File: src/rtl/core/assert_macros.svh
// ----------------------------------------------------------------------------
// assert_macros.svh
// Assertion shorthands shared by the RTL. Clock clk_i, reset rst_ni.
// ----------------------------------------------------------------------------
`ifndef ASSERT_MACROS_SVH
`define ASSERT_MACROS_SVH

// Property must hold on every clock edge out of reset.
`define TSR_ASSERT(lbl, prop, msg) \
  lbl: assert property (@(posedge clk_i) disable iff (!rst_ni) (prop)) else $error(msg);

// When ante holds, cons must hold on the following edge.
`define TSR_ASSERT_NEXT(lbl, ante, cons, msg) \
  lbl: assert property (@(posedge clk_i) disable iff (!rst_ni) (ante) |=> (cons)) else $error(msg);

`endif

File: src/rtl/core/tsr_pkg.sv
// ----------------------------------------------------------------------------
// tsr_pkg
// Shared types and constants for the fixed-point square root block.
// ----------------------------------------------------------------------------
`timescale 1ns / 1ps

package tsr_pkg;

  localparam int FRAC_BITS_DEF = 16;
  localparam int VALUE_W       = 32;
  localparam int ROOT_W        = 24;
  localparam int ITER_W        = 8;
  localparam int SQ_W          = 2 * VALUE_W;
  localparam int DEN_W         = VALUE_W + 1;
  localparam int CFG_IDX_W     = 1;

  localparam logic [VALUE_W-1:0] TOL_RESET  = VALUE_W'(197);
  localparam logic [ITER_W-1:0]  ITER_RESET = ITER_W'(64);
  localparam logic [ROOT_W-1:0]  ROOT_MAX   = '1;

  // configuration register indexes
  localparam logic [CFG_IDX_W-1:0] REG_TOLERANCE      = 1'd0;
  localparam logic [CFG_IDX_W-1:0] REG_MAX_ITERATIONS = 1'd1;

  // request method codes
  localparam logic METHOD_BISECT = 1'b0;
  localparam logic METHOD_NEWTON = 1'b1;

  typedef enum logic [3:0] {
    ST_IDLE,
    ST_N_SQ,
    ST_N_CHK,
    ST_N_DIV,
    ST_B_SQB,
    ST_B_CHKB,
    ST_B_MID,
    ST_B_SQ,
    ST_B_CHK,
    ST_FIN
  } tsr_state_e;

  typedef struct packed {
    logic busy;
    logic done;
  } div_stat_t;

endpackage

File: src/rtl/core/tsr_sqr.sv
// ----------------------------------------------------------------------------
// tsr_sqr
// Shared squaring unit: exact 32x32 square, registered.
// ----------------------------------------------------------------------------
`timescale 1ns / 1ps

module tsr_sqr (
  input  logic                        clk_i,
  input  logic [tsr_pkg::VALUE_W-1:0] x_i,
  output logic [tsr_pkg::SQ_W-1:0]    prod_o
);

  logic [tsr_pkg::SQ_W-1:0] prod_d, prod_q;

  assign prod_d = tsr_pkg::SQ_W'(x_i) * tsr_pkg::SQ_W'(x_i);

  always_ff @(posedge clk_i) begin
    prod_q <= prod_d;
  end

  assign prod_o = prod_q;

endmodule

File: src/rtl/core/tsr_div.sv
// ----------------------------------------------------------------------------
// tsr_div
// Radix-2 restoring divider, 64 / 33 bits, quotient saturated to 32 bits.
// ----------------------------------------------------------------------------
`timescale 1ns / 1ps

module tsr_div (
  input  logic                        clk_i,
  input  logic                        rst_ni,
  input  logic                        start_i,
  input  logic [tsr_pkg::SQ_W-1:0]    num_i,
  input  logic [tsr_pkg::DEN_W-1:0]   den_i,
  output tsr_pkg::div_stat_t          stat_o,
  output logic [tsr_pkg::VALUE_W-1:0] quot_o
);

  localparam int QW    = tsr_pkg::VALUE_W;
  localparam int DW    = tsr_pkg::DEN_W;
  localparam int CNT_W = $clog2(QW);

  logic             busy_q, busy_d;
  logic             done_q, done_d;
  logic             ovf_q, ovf_d;
  logic [CNT_W-1:0] cnt_q, cnt_d;
  logic [DW-1:0]    den_q, den_d;
  logic [DW-1:0]    rem_q, rem_d;
  logic [QW-1:0]    low_q, low_d;
  logic [QW-1:0]    quo_q, quo_d;

  logic [DW:0]      trial;
  logic [DW:0]      trial_sub;
  logic             ge;

  assign trial     = {rem_q, low_q[QW-1]};
  assign trial_sub = trial - {1'b0, den_q};
  assign ge        = trial >= {1'b0, den_q};

  always_comb begin
    busy_d = busy_q;
    done_d = 1'b0;
    ovf_d  = ovf_q;
    cnt_d  = cnt_q;
    den_d  = den_q;
    rem_d  = rem_q;
    low_d  = low_q;
    quo_d  = quo_q;
    if (start_i) begin
      busy_d = 1'b1;
      // quotient would not fit in 32 bits when the high half already reaches den
      ovf_d  = {1'b0, num_i[tsr_pkg::SQ_W-1:QW]} >= den_i;
      cnt_d  = '0;
      den_d  = den_i;
      rem_d  = {1'b0, num_i[tsr_pkg::SQ_W-1:QW]};
      low_d  = num_i[QW-1:0];
    end else if (busy_q) begin
      if (ovf_q) begin
        quo_d  = '1;
        busy_d = 1'b0;
        done_d = 1'b1;
      end else begin
        rem_d = ge ? trial_sub[DW-1:0] : trial[DW-1:0];
        quo_d = {quo_q[QW-2:0], ge};
        low_d = {low_q[QW-2:0], 1'b0};
        cnt_d = cnt_q + CNT_W'(1);
        if (cnt_q == CNT_W'(QW - 1)) begin
          busy_d = 1'b0;
          done_d = 1'b1;
        end
      end
    end
  end

  always_ff @(posedge clk_i or negedge rst_ni) begin
    if (!rst_ni) begin
      busy_q <= 1'b0;
      done_q <= 1'b0;
    end else begin
      busy_q <= busy_d;
      done_q <= done_d;
    end
  end

  always_ff @(posedge clk_i) begin
    ovf_q <= ovf_d;
    cnt_q <= cnt_d;
    den_q <= den_d;
    rem_q <= rem_d;
    low_q <= low_d;
    quo_q <= quo_d;
  end

  assign stat_o.busy = busy_q;
  assign stat_o.done = done_q;
  assign quot_o      = quo_q;

endmodule

File: src/rtl/core/tolerance_square_root.sv
// ----------------------------------------------------------------------------
// tolerance_square_root
// Bisection: the upper end point is squared and checked, then each halving runs
// the midpoint, square and check states. Newton: each update squares, checks and
// runs the 32-step serial divider. Throughput: one word at a time; the next word
// is taken once the result is staged in the output register. Reset is
// asynchronous, active low, and restores tolerance 197 and max_iterations 64.
// ----------------------------------------------------------------------------
`timescale 1ns / 1ps
`include "assert_macros.svh"

module tolerance_square_root #(
  parameter int FRAC_BITS = tsr_pkg::FRAC_BITS_DEF
) (
  input  logic                          clk_i,
  input  logic                          rst_ni,
  input  logic                          cfg_we_i,
  input  logic [tsr_pkg::CFG_IDX_W-1:0] cfg_idx_i,
  input  logic [tsr_pkg::VALUE_W-1:0]   cfg_data_i,
  input  logic                          in_valid_i,
  output logic                          in_ready_o,
  input  logic                          req_type_i,
  input  logic [tsr_pkg::VALUE_W-1:0]   value_i,
  output logic                          out_valid_o,
  input  logic                          out_ready_i,
  output logic [tsr_pkg::ROOT_W-1:0]    root_o,
  output logic                          converged_o
);

  localparam int VW = tsr_pkg::VALUE_W;
  localparam int SW = tsr_pkg::SQ_W;
  localparam int IW = tsr_pkg::ITER_W;
  localparam int RW = tsr_pkg::ROOT_W;
  localparam logic [VW-1:0] ONE_FIX = VW'(1) << FRAC_BITS;

  tsr_pkg::tsr_state_e state_q, state_d;

  logic [VW-1:0] tol_q, tol_d;
  logic [IW-1:0] iter_q, iter_d;
  logic          out_valid_q, out_valid_d;

  logic [VW-1:0] x_q, x_d;
  logic [VW-1:0] a_q, a_d;
  logic [VW-1:0] b_q, b_d;
  logic [VW-1:0] v_q, v_d;
  logic [IW-1:0] n_q, n_d;
  logic          ok_q, ok_d;
  logic [RW-1:0] root_q, root_d;
  logic          conv_q, conv_d;

  logic [SW-1:0]            prod;
  logic [SW-1:0]            vs, es, diff;
  logic [SW:0]              sum;
  logic [SW-1:0]            num;
  logic                     s_ge, tol_ok, at_cap, at_cap_inc, exact;
  logic [IW-1:0]            cap, n_inc;
  logic [VW:0]              mid_sum;
  logic [VW-1:0]            b_init;
  logic                     div_start, load_out;
  tsr_pkg::div_stat_t       div_stat;
  logic [VW-1:0]            quot;
  logic                     in_bisect, in_divide;

  tsr_sqr u_sqr (
    .clk_i  (clk_i),
    .x_i    (x_q),
    .prod_o (prod)
  );

  tsr_div u_div (
    .clk_i   (clk_i),
    .rst_ni  (rst_ni),
    .start_i (div_start),
    .num_i   (num),
    .den_i   ({x_q, 1'b0}),
    .stat_o  (div_stat),
    .quot_o  (quot)
  );

  // shared datapath terms
  assign vs         = SW'(v_q) << FRAC_BITS;
  assign es         = SW'(tol_q) << FRAC_BITS;
  assign s_ge       = prod >= vs;
  assign diff       = s_ge ? (prod - vs) : (vs - prod);
  assign tol_ok     = diff < es;
  assign exact      = prod == vs;
  assign sum        = {1'b0, prod} + {1'b0, vs};
  assign num        = sum[SW] ? '1 : sum[SW-1:0];
  assign cap        = (iter_q == '0) ? IW'(1) : iter_q;
  assign n_inc      = n_q + IW'(1);
  assign at_cap     = n_q >= cap;
  assign at_cap_inc = n_inc >= cap;
  assign mid_sum    = {1'b0, a_q} + {1'b0, b_q};
  assign b_init     = (value_i > ONE_FIX) ? value_i : ONE_FIX;
  assign load_out   = (state_q == tsr_pkg::ST_FIN) && (!out_valid_q || out_ready_i);

  // next state
  always_comb begin
    state_d = state_q;
    case (state_q)
      tsr_pkg::ST_IDLE: begin
        if (in_valid_i) begin
          if (req_type_i == tsr_pkg::METHOD_NEWTON) begin
            state_d = tsr_pkg::ST_N_SQ;
          end else if (value_i == '0) begin
            state_d = tsr_pkg::ST_FIN;
          end else begin
            state_d = tsr_pkg::ST_B_SQB;
          end
        end
      end
      tsr_pkg::ST_N_SQ:  state_d = tsr_pkg::ST_N_CHK;
      tsr_pkg::ST_N_CHK: begin
        if (tol_ok || at_cap) begin
          state_d = tsr_pkg::ST_FIN;
        end else if (x_q == '0) begin
          state_d = tsr_pkg::ST_N_SQ;
        end else begin
          state_d = tsr_pkg::ST_N_DIV;
        end
      end
      tsr_pkg::ST_N_DIV: begin
        if (div_stat.done) state_d = tsr_pkg::ST_N_SQ;
      end
      tsr_pkg::ST_B_SQB:  state_d = tsr_pkg::ST_B_CHKB;
      tsr_pkg::ST_B_CHKB: state_d = exact ? tsr_pkg::ST_FIN : tsr_pkg::ST_B_MID;
      tsr_pkg::ST_B_MID:  state_d = tsr_pkg::ST_B_SQ;
      tsr_pkg::ST_B_SQ:   state_d = tsr_pkg::ST_B_CHK;
      tsr_pkg::ST_B_CHK: begin
        state_d = (tol_ok || at_cap_inc) ? tsr_pkg::ST_FIN : tsr_pkg::ST_B_MID;
      end
      tsr_pkg::ST_FIN: begin
        if (load_out) state_d = tsr_pkg::ST_IDLE;
      end
      default: state_d = tsr_pkg::ST_IDLE;
    endcase
  end

  // datapath and outputs
  always_comb begin
    x_d       = x_q;
    a_d       = a_q;
    b_d       = b_q;
    v_d       = v_q;
    n_d       = n_q;
    ok_d      = ok_q;
    div_start = 1'b0;
    case (state_q)
      tsr_pkg::ST_IDLE: begin
        if (in_valid_i) begin
          v_d  = value_i;
          a_d  = '0;
          n_d  = '0;
          ok_d = 1'b0;
          if (req_type_i == tsr_pkg::METHOD_NEWTON) begin
            x_d = ONE_FIX;
          end else if (value_i == '0) begin
            x_d  = '0;
            ok_d = 1'b1;
          end else begin
            x_d = b_init;
            b_d = b_init;
          end
        end
      end
      tsr_pkg::ST_N_CHK: begin
        if (tol_ok) begin
          ok_d = 1'b1;
        end else if (!at_cap) begin
          if (x_q == '0) begin
            n_d = n_inc;       // zero estimate stays put
          end else begin
            div_start = 1'b1;
          end
        end
      end
      tsr_pkg::ST_N_DIV: begin
        if (div_stat.done) begin
          x_d = quot;
          n_d = n_inc;
        end
      end
      tsr_pkg::ST_B_CHKB: begin
        if (exact) ok_d = 1'b1;
      end
      tsr_pkg::ST_B_MID: begin
        x_d = mid_sum[VW:1];
      end
      tsr_pkg::ST_B_CHK: begin
        if (s_ge) begin
          b_d = x_q;
        end else begin
          a_d = x_q;
        end
        n_d = n_inc;
        if (tol_ok) ok_d = 1'b1;
      end
      default: ;
    endcase
  end

  always_comb begin
    root_d      = root_q;
    conv_d      = conv_q;
    out_valid_d = out_valid_q && !out_ready_i;
    if (load_out) begin
      root_d      = (x_q > VW'(tsr_pkg::ROOT_MAX)) ? tsr_pkg::ROOT_MAX : x_q[RW-1:0];
      conv_d      = ok_q;
      out_valid_d = 1'b1;
    end
  end

  always_comb begin
    tol_d  = tol_q;
    iter_d = iter_q;
    if (cfg_we_i) begin
      case (cfg_idx_i)
        tsr_pkg::REG_TOLERANCE:      tol_d  = cfg_data_i;
        tsr_pkg::REG_MAX_ITERATIONS: iter_d = cfg_data_i[IW-1:0];
        default: ;
      endcase
    end
  end

  always_ff @(posedge clk_i or negedge rst_ni) begin
    if (!rst_ni) begin
      state_q     <= tsr_pkg::ST_IDLE;
      tol_q       <= tsr_pkg::TOL_RESET;
      iter_q      <= tsr_pkg::ITER_RESET;
      out_valid_q <= 1'b0;
    end else begin
      state_q     <= state_d;
      tol_q       <= tol_d;
      iter_q      <= iter_d;
      out_valid_q <= out_valid_d;
    end
  end

  always_ff @(posedge clk_i) begin
    x_q    <= x_d;
    a_q    <= a_d;
    b_q    <= b_d;
    v_q    <= v_d;
    n_q    <= n_d;
    ok_q   <= ok_d;
    root_q <= root_d;
    conv_q <= conv_d;
  end

  assign in_ready_o  = state_q == tsr_pkg::ST_IDLE;
  assign out_valid_o = out_valid_q;
  assign root_o      = root_q;
  assign converged_o = conv_q;

  // bisection loop states, where the interval bounds are live
  assign in_bisect = (state_q == tsr_pkg::ST_B_MID) || (state_q == tsr_pkg::ST_B_SQ) ||
                     (state_q == tsr_pkg::ST_B_CHK);
  assign in_divide = state_q == tsr_pkg::ST_N_DIV;

  `TSR_ASSERT(a_iter_cap, in_ready_o || (n_q <= cap), "iteration count past cap")
  `TSR_ASSERT(a_bisect_order, !in_bisect || (a_q <= b_q), "bisection interval inverted")
  `TSR_ASSERT(a_div_owner, !div_stat.busy || in_divide, "divider busy outside Newton divide")
  `TSR_ASSERT_NEXT(a_result_load, load_out, out_valid_o && in_ready_o, "result not staged")

endmodule

File: config.mk
export PLATFORM = sky130hd
export DESIGN_NAME = tolerance_square_root
export DESIGN_NICKNAME = d
export VERILOG_FILES = /design/src/rtl/core/tsr_pkg.sv /design/src/rtl/core/tsr_sqr.sv /design/src/rtl/core/tsr_div.sv /design/src/rtl/core/tolerance_square_root.sv
export VERILOG_INCLUDE_DIRS = /design/src /design/src/rtl/core
export SDC_FILE = /design/constraint.sdc
export NUM_CORES = 2
export LEC_CHECK = 0
export ABC_AREA = 1
export BUFFER_PORTS_ARGS = -buffer_cell sky130_fd_sc_hd__buf_4
export CAP_MARGIN = 20
export CORE_UTILIZATION = 35
export CTS_BUF_LIST = sky130_fd_sc_hd__clkbuf_16
export DETAILED_ROUTE_END_ITERATION = 10
export SYNTH_ARGS = -nofsm -noshare
export SYNTH_HDL_FRONTEND = slang
export SYNTH_SLANG_ARGS = --single-unit
File: constraint.sdc
create_clock -name clk_i -period 11.2 [get_ports clk_i]
set_clock_uncertainty 0.1 [all_clocks]
set_input_delay 1.68 -clock clk_i [delete_from_list [all_inputs] [get_ports clk_i]]
set_output_delay 1.68 -clock clk_i [all_outputs]
set_load 0.05 [all_outputs]
==> qor.txt <==
FP Rows - 149
Die Area - 169000 um^2
Share of cells above drive strength 1 - 0.0573
Antenna violations before repair - 6
HPWL Detailed - 161000 um
Top-area cell type share of the netlist area - 0.273
Critical path peak fanout - 22
Async SR Flop Fraction - 0.115
Post-CTS sizing - 0
Ys flop type - edfxtp_1
Max-slew headroom - 0.194
Number of synthesized flops with an enable pin - 291
Total Nets Final - 8704
Synth Cell Area - 58600 um^2
WL per Instance - 20.4 um
Core area - 166000 um^2
Synth unique cells - 64
Largest net degree at the start of global routing - 65
Die Wd - 411 um
I/O Buffers - 97
Drc violations - 0
Worst Setup End Kind - flop
Via count of the routed design - 47608
Worst skew pair latency - 700 ps
Final setup violation count - 0
Hold_buf cts - 0
Cell count after synthesis - 7266
Slew Viols, Final - 0
Top-count cell post-synth - inv_1
Register area share after synthesis - 0.193
TritonCTS clock tree - yes
Avg Synthesized Cell Area - 8.06 um^2
Max_cap viols - 0
Hold Crit Start - ok_q
Drt pass-1 iters - 6
Final worst path period share - 0.831
Crit path DAT - 9790 ps
TritonCTS buffer count - 53
Synth area leaders - fa_1, edfxtp_1, inv_1
Initial Utilization - 0.354
Deepest clock path buffer count - 3
Root Buffer - clkbuf_16
Most frequent cells after synthesis - inv_1, nand2_1, fa_1
Hold WC Path Type - flop to flop
I/O pins - 98
RSZ-0062 raised after global routing - no
Global-route wire length before repair - 294000 um
Startpoint Class - flop
Post-synthesis register bit count - 407
Setup TNS - 0 ps
CTS sink cnt - 407
Max incr delay on CP - 1150 ps
Worst slew pin tran - 1210 ps
Final WL - 194000 um
Top cell type by total area after synthesis - fa_1
Status - finished clean
Clock-pin slew on the worst setup and hold paths - 60 ps
Buffers and inverters on the worst path - 6
Synthesized net count - 8674
Delay-heaviest family, CP - adder cells
DR vias/cell - 4.99
Fin crit period - 9310 ps
YS warnings - 0
GRT Util Overall - 0.230
Slowest cell on crit path - edfxtp_1
Final Hold Fails - 0
Synth-to-layout area growth - 8.63%
Required @ worst endpoint - 11680 ps
Starting DRT DRC Count - 3793
Max Freq - 0.107 GHz
Setup Fix Bufs, Post-CTS - 0
R2r startpoint - x_q[2]
CP startpoint - x_q[2]
Vias in the first global route - 48414
Gr ovfl total - 0
Chip Height - 411 um
Crit Path Category - flop to flop
Antenna-violating nets left - 0
H-Tree Depth - 2
GP Congestion - 0.969
## cells by family (layout without fill, tap and decap cells)
kind of cell,Yosys count,after routing,share of synthesized area
adder cells (fa/ha/maj),1337,1337,0.388
multiplexers,1,1,0.000171
AO/OA/AOI/OAI,872,872,0.0897
other,0,3,0
AND/OR/NAND/NOR,2314,2314,0.160
buffers and inverters,2137,2212,0.140
XOR/XNOR,198,198,0.0296
flip-flops,407,407,0.193
## cells in the final DEF, fill, tap and decap left out, types with 17 or more instances in the layout
cell	instances
edfxtp_1	291
clkbuf_16	55
buf_4	171
xor2_1	140
nand4_1	51
o21ai_0	205
nor4_1	29
nand2_2	20
nor2_1	453
o21bai_1	49
xnor2_1	58
or2_2	19
o21ai_2	37
nand2_1	1533
o21a_1	17
fa_1	798
inv_1	1912
dfrtp_1	42
ha_1	539
a31oi_1	37
dfxtp_1	69
nor3_1	49
o221ai_1	33
a21oi_1	362
o211ai_1	23
inv_2	31
nand3_1	117
## routing by layer
metal,up-vias,track usage,part of all wire
li1,22130,-,-
met1,23510,0.313,0.43
met2,1682,0.376,0.46
met3,284,0.0257,0.066
met4,2,0.0831,0.041
met5,-,0,0.000067
## final timing paths
path,cells past startpoint,to,slack (ps)
hold reg to reg,0,converged_o,340
hold / removal,0,converged_o,340
setup / recovery,27,u_sqr.prod_o[56],1890
setup reg to reg,27,u_sqr.prod_o[56],1890
max in group asynchronous,1,u_div.busy_q,9670
min in group asynchronous,1,tol_q[20],900
## layout make-up
cell class	instances	area (um^2)
Inverter	1940	7280
Tap cell	2189	2740
Timing Repair Buffer	172	1300
Fill cell	17144	102000
Clock buffer	55	1380
Sequential cell	407	11300
Antenna cell	3	7.51
Multi-Input combinational cell	4722	39100
Clock inverter	45	479
## state kept, by name, summed over array words and instances (netlist names), 4 cells and up
signal        cells
u_sqr.prod_o     63
u_div.rem_q      33
a_q              32
b_q              32
tol_q            32
u_div.den_q      32
u_div.low_q      32
u_div.quot_o     32
v_q              32
x_q              32
root_o           24
iter_q            8
n_q               8
u_div.cnt_q       5
state_q           4
## per-stage QoR
stage          utilization  setup WS [ps]  hold WS (ps)  cell area, um^2  std cells
4_1_cts              0.384           2140           349            63600       9529
3_3_place_gp         0.373           2380           351            61700       9429
3_5_place_dp         0.373           2240           317            61700       9429
2_1_floorplan            -           3660           300            58600       7266
6_report             0.384           1890           343            63600       9533
5_1_grt              0.384           1690           377            63600       9530
Power is left out: the tool's default activity adds up to more than one toggle a clock period on the data nets, which glitch-free logic cannot reach.
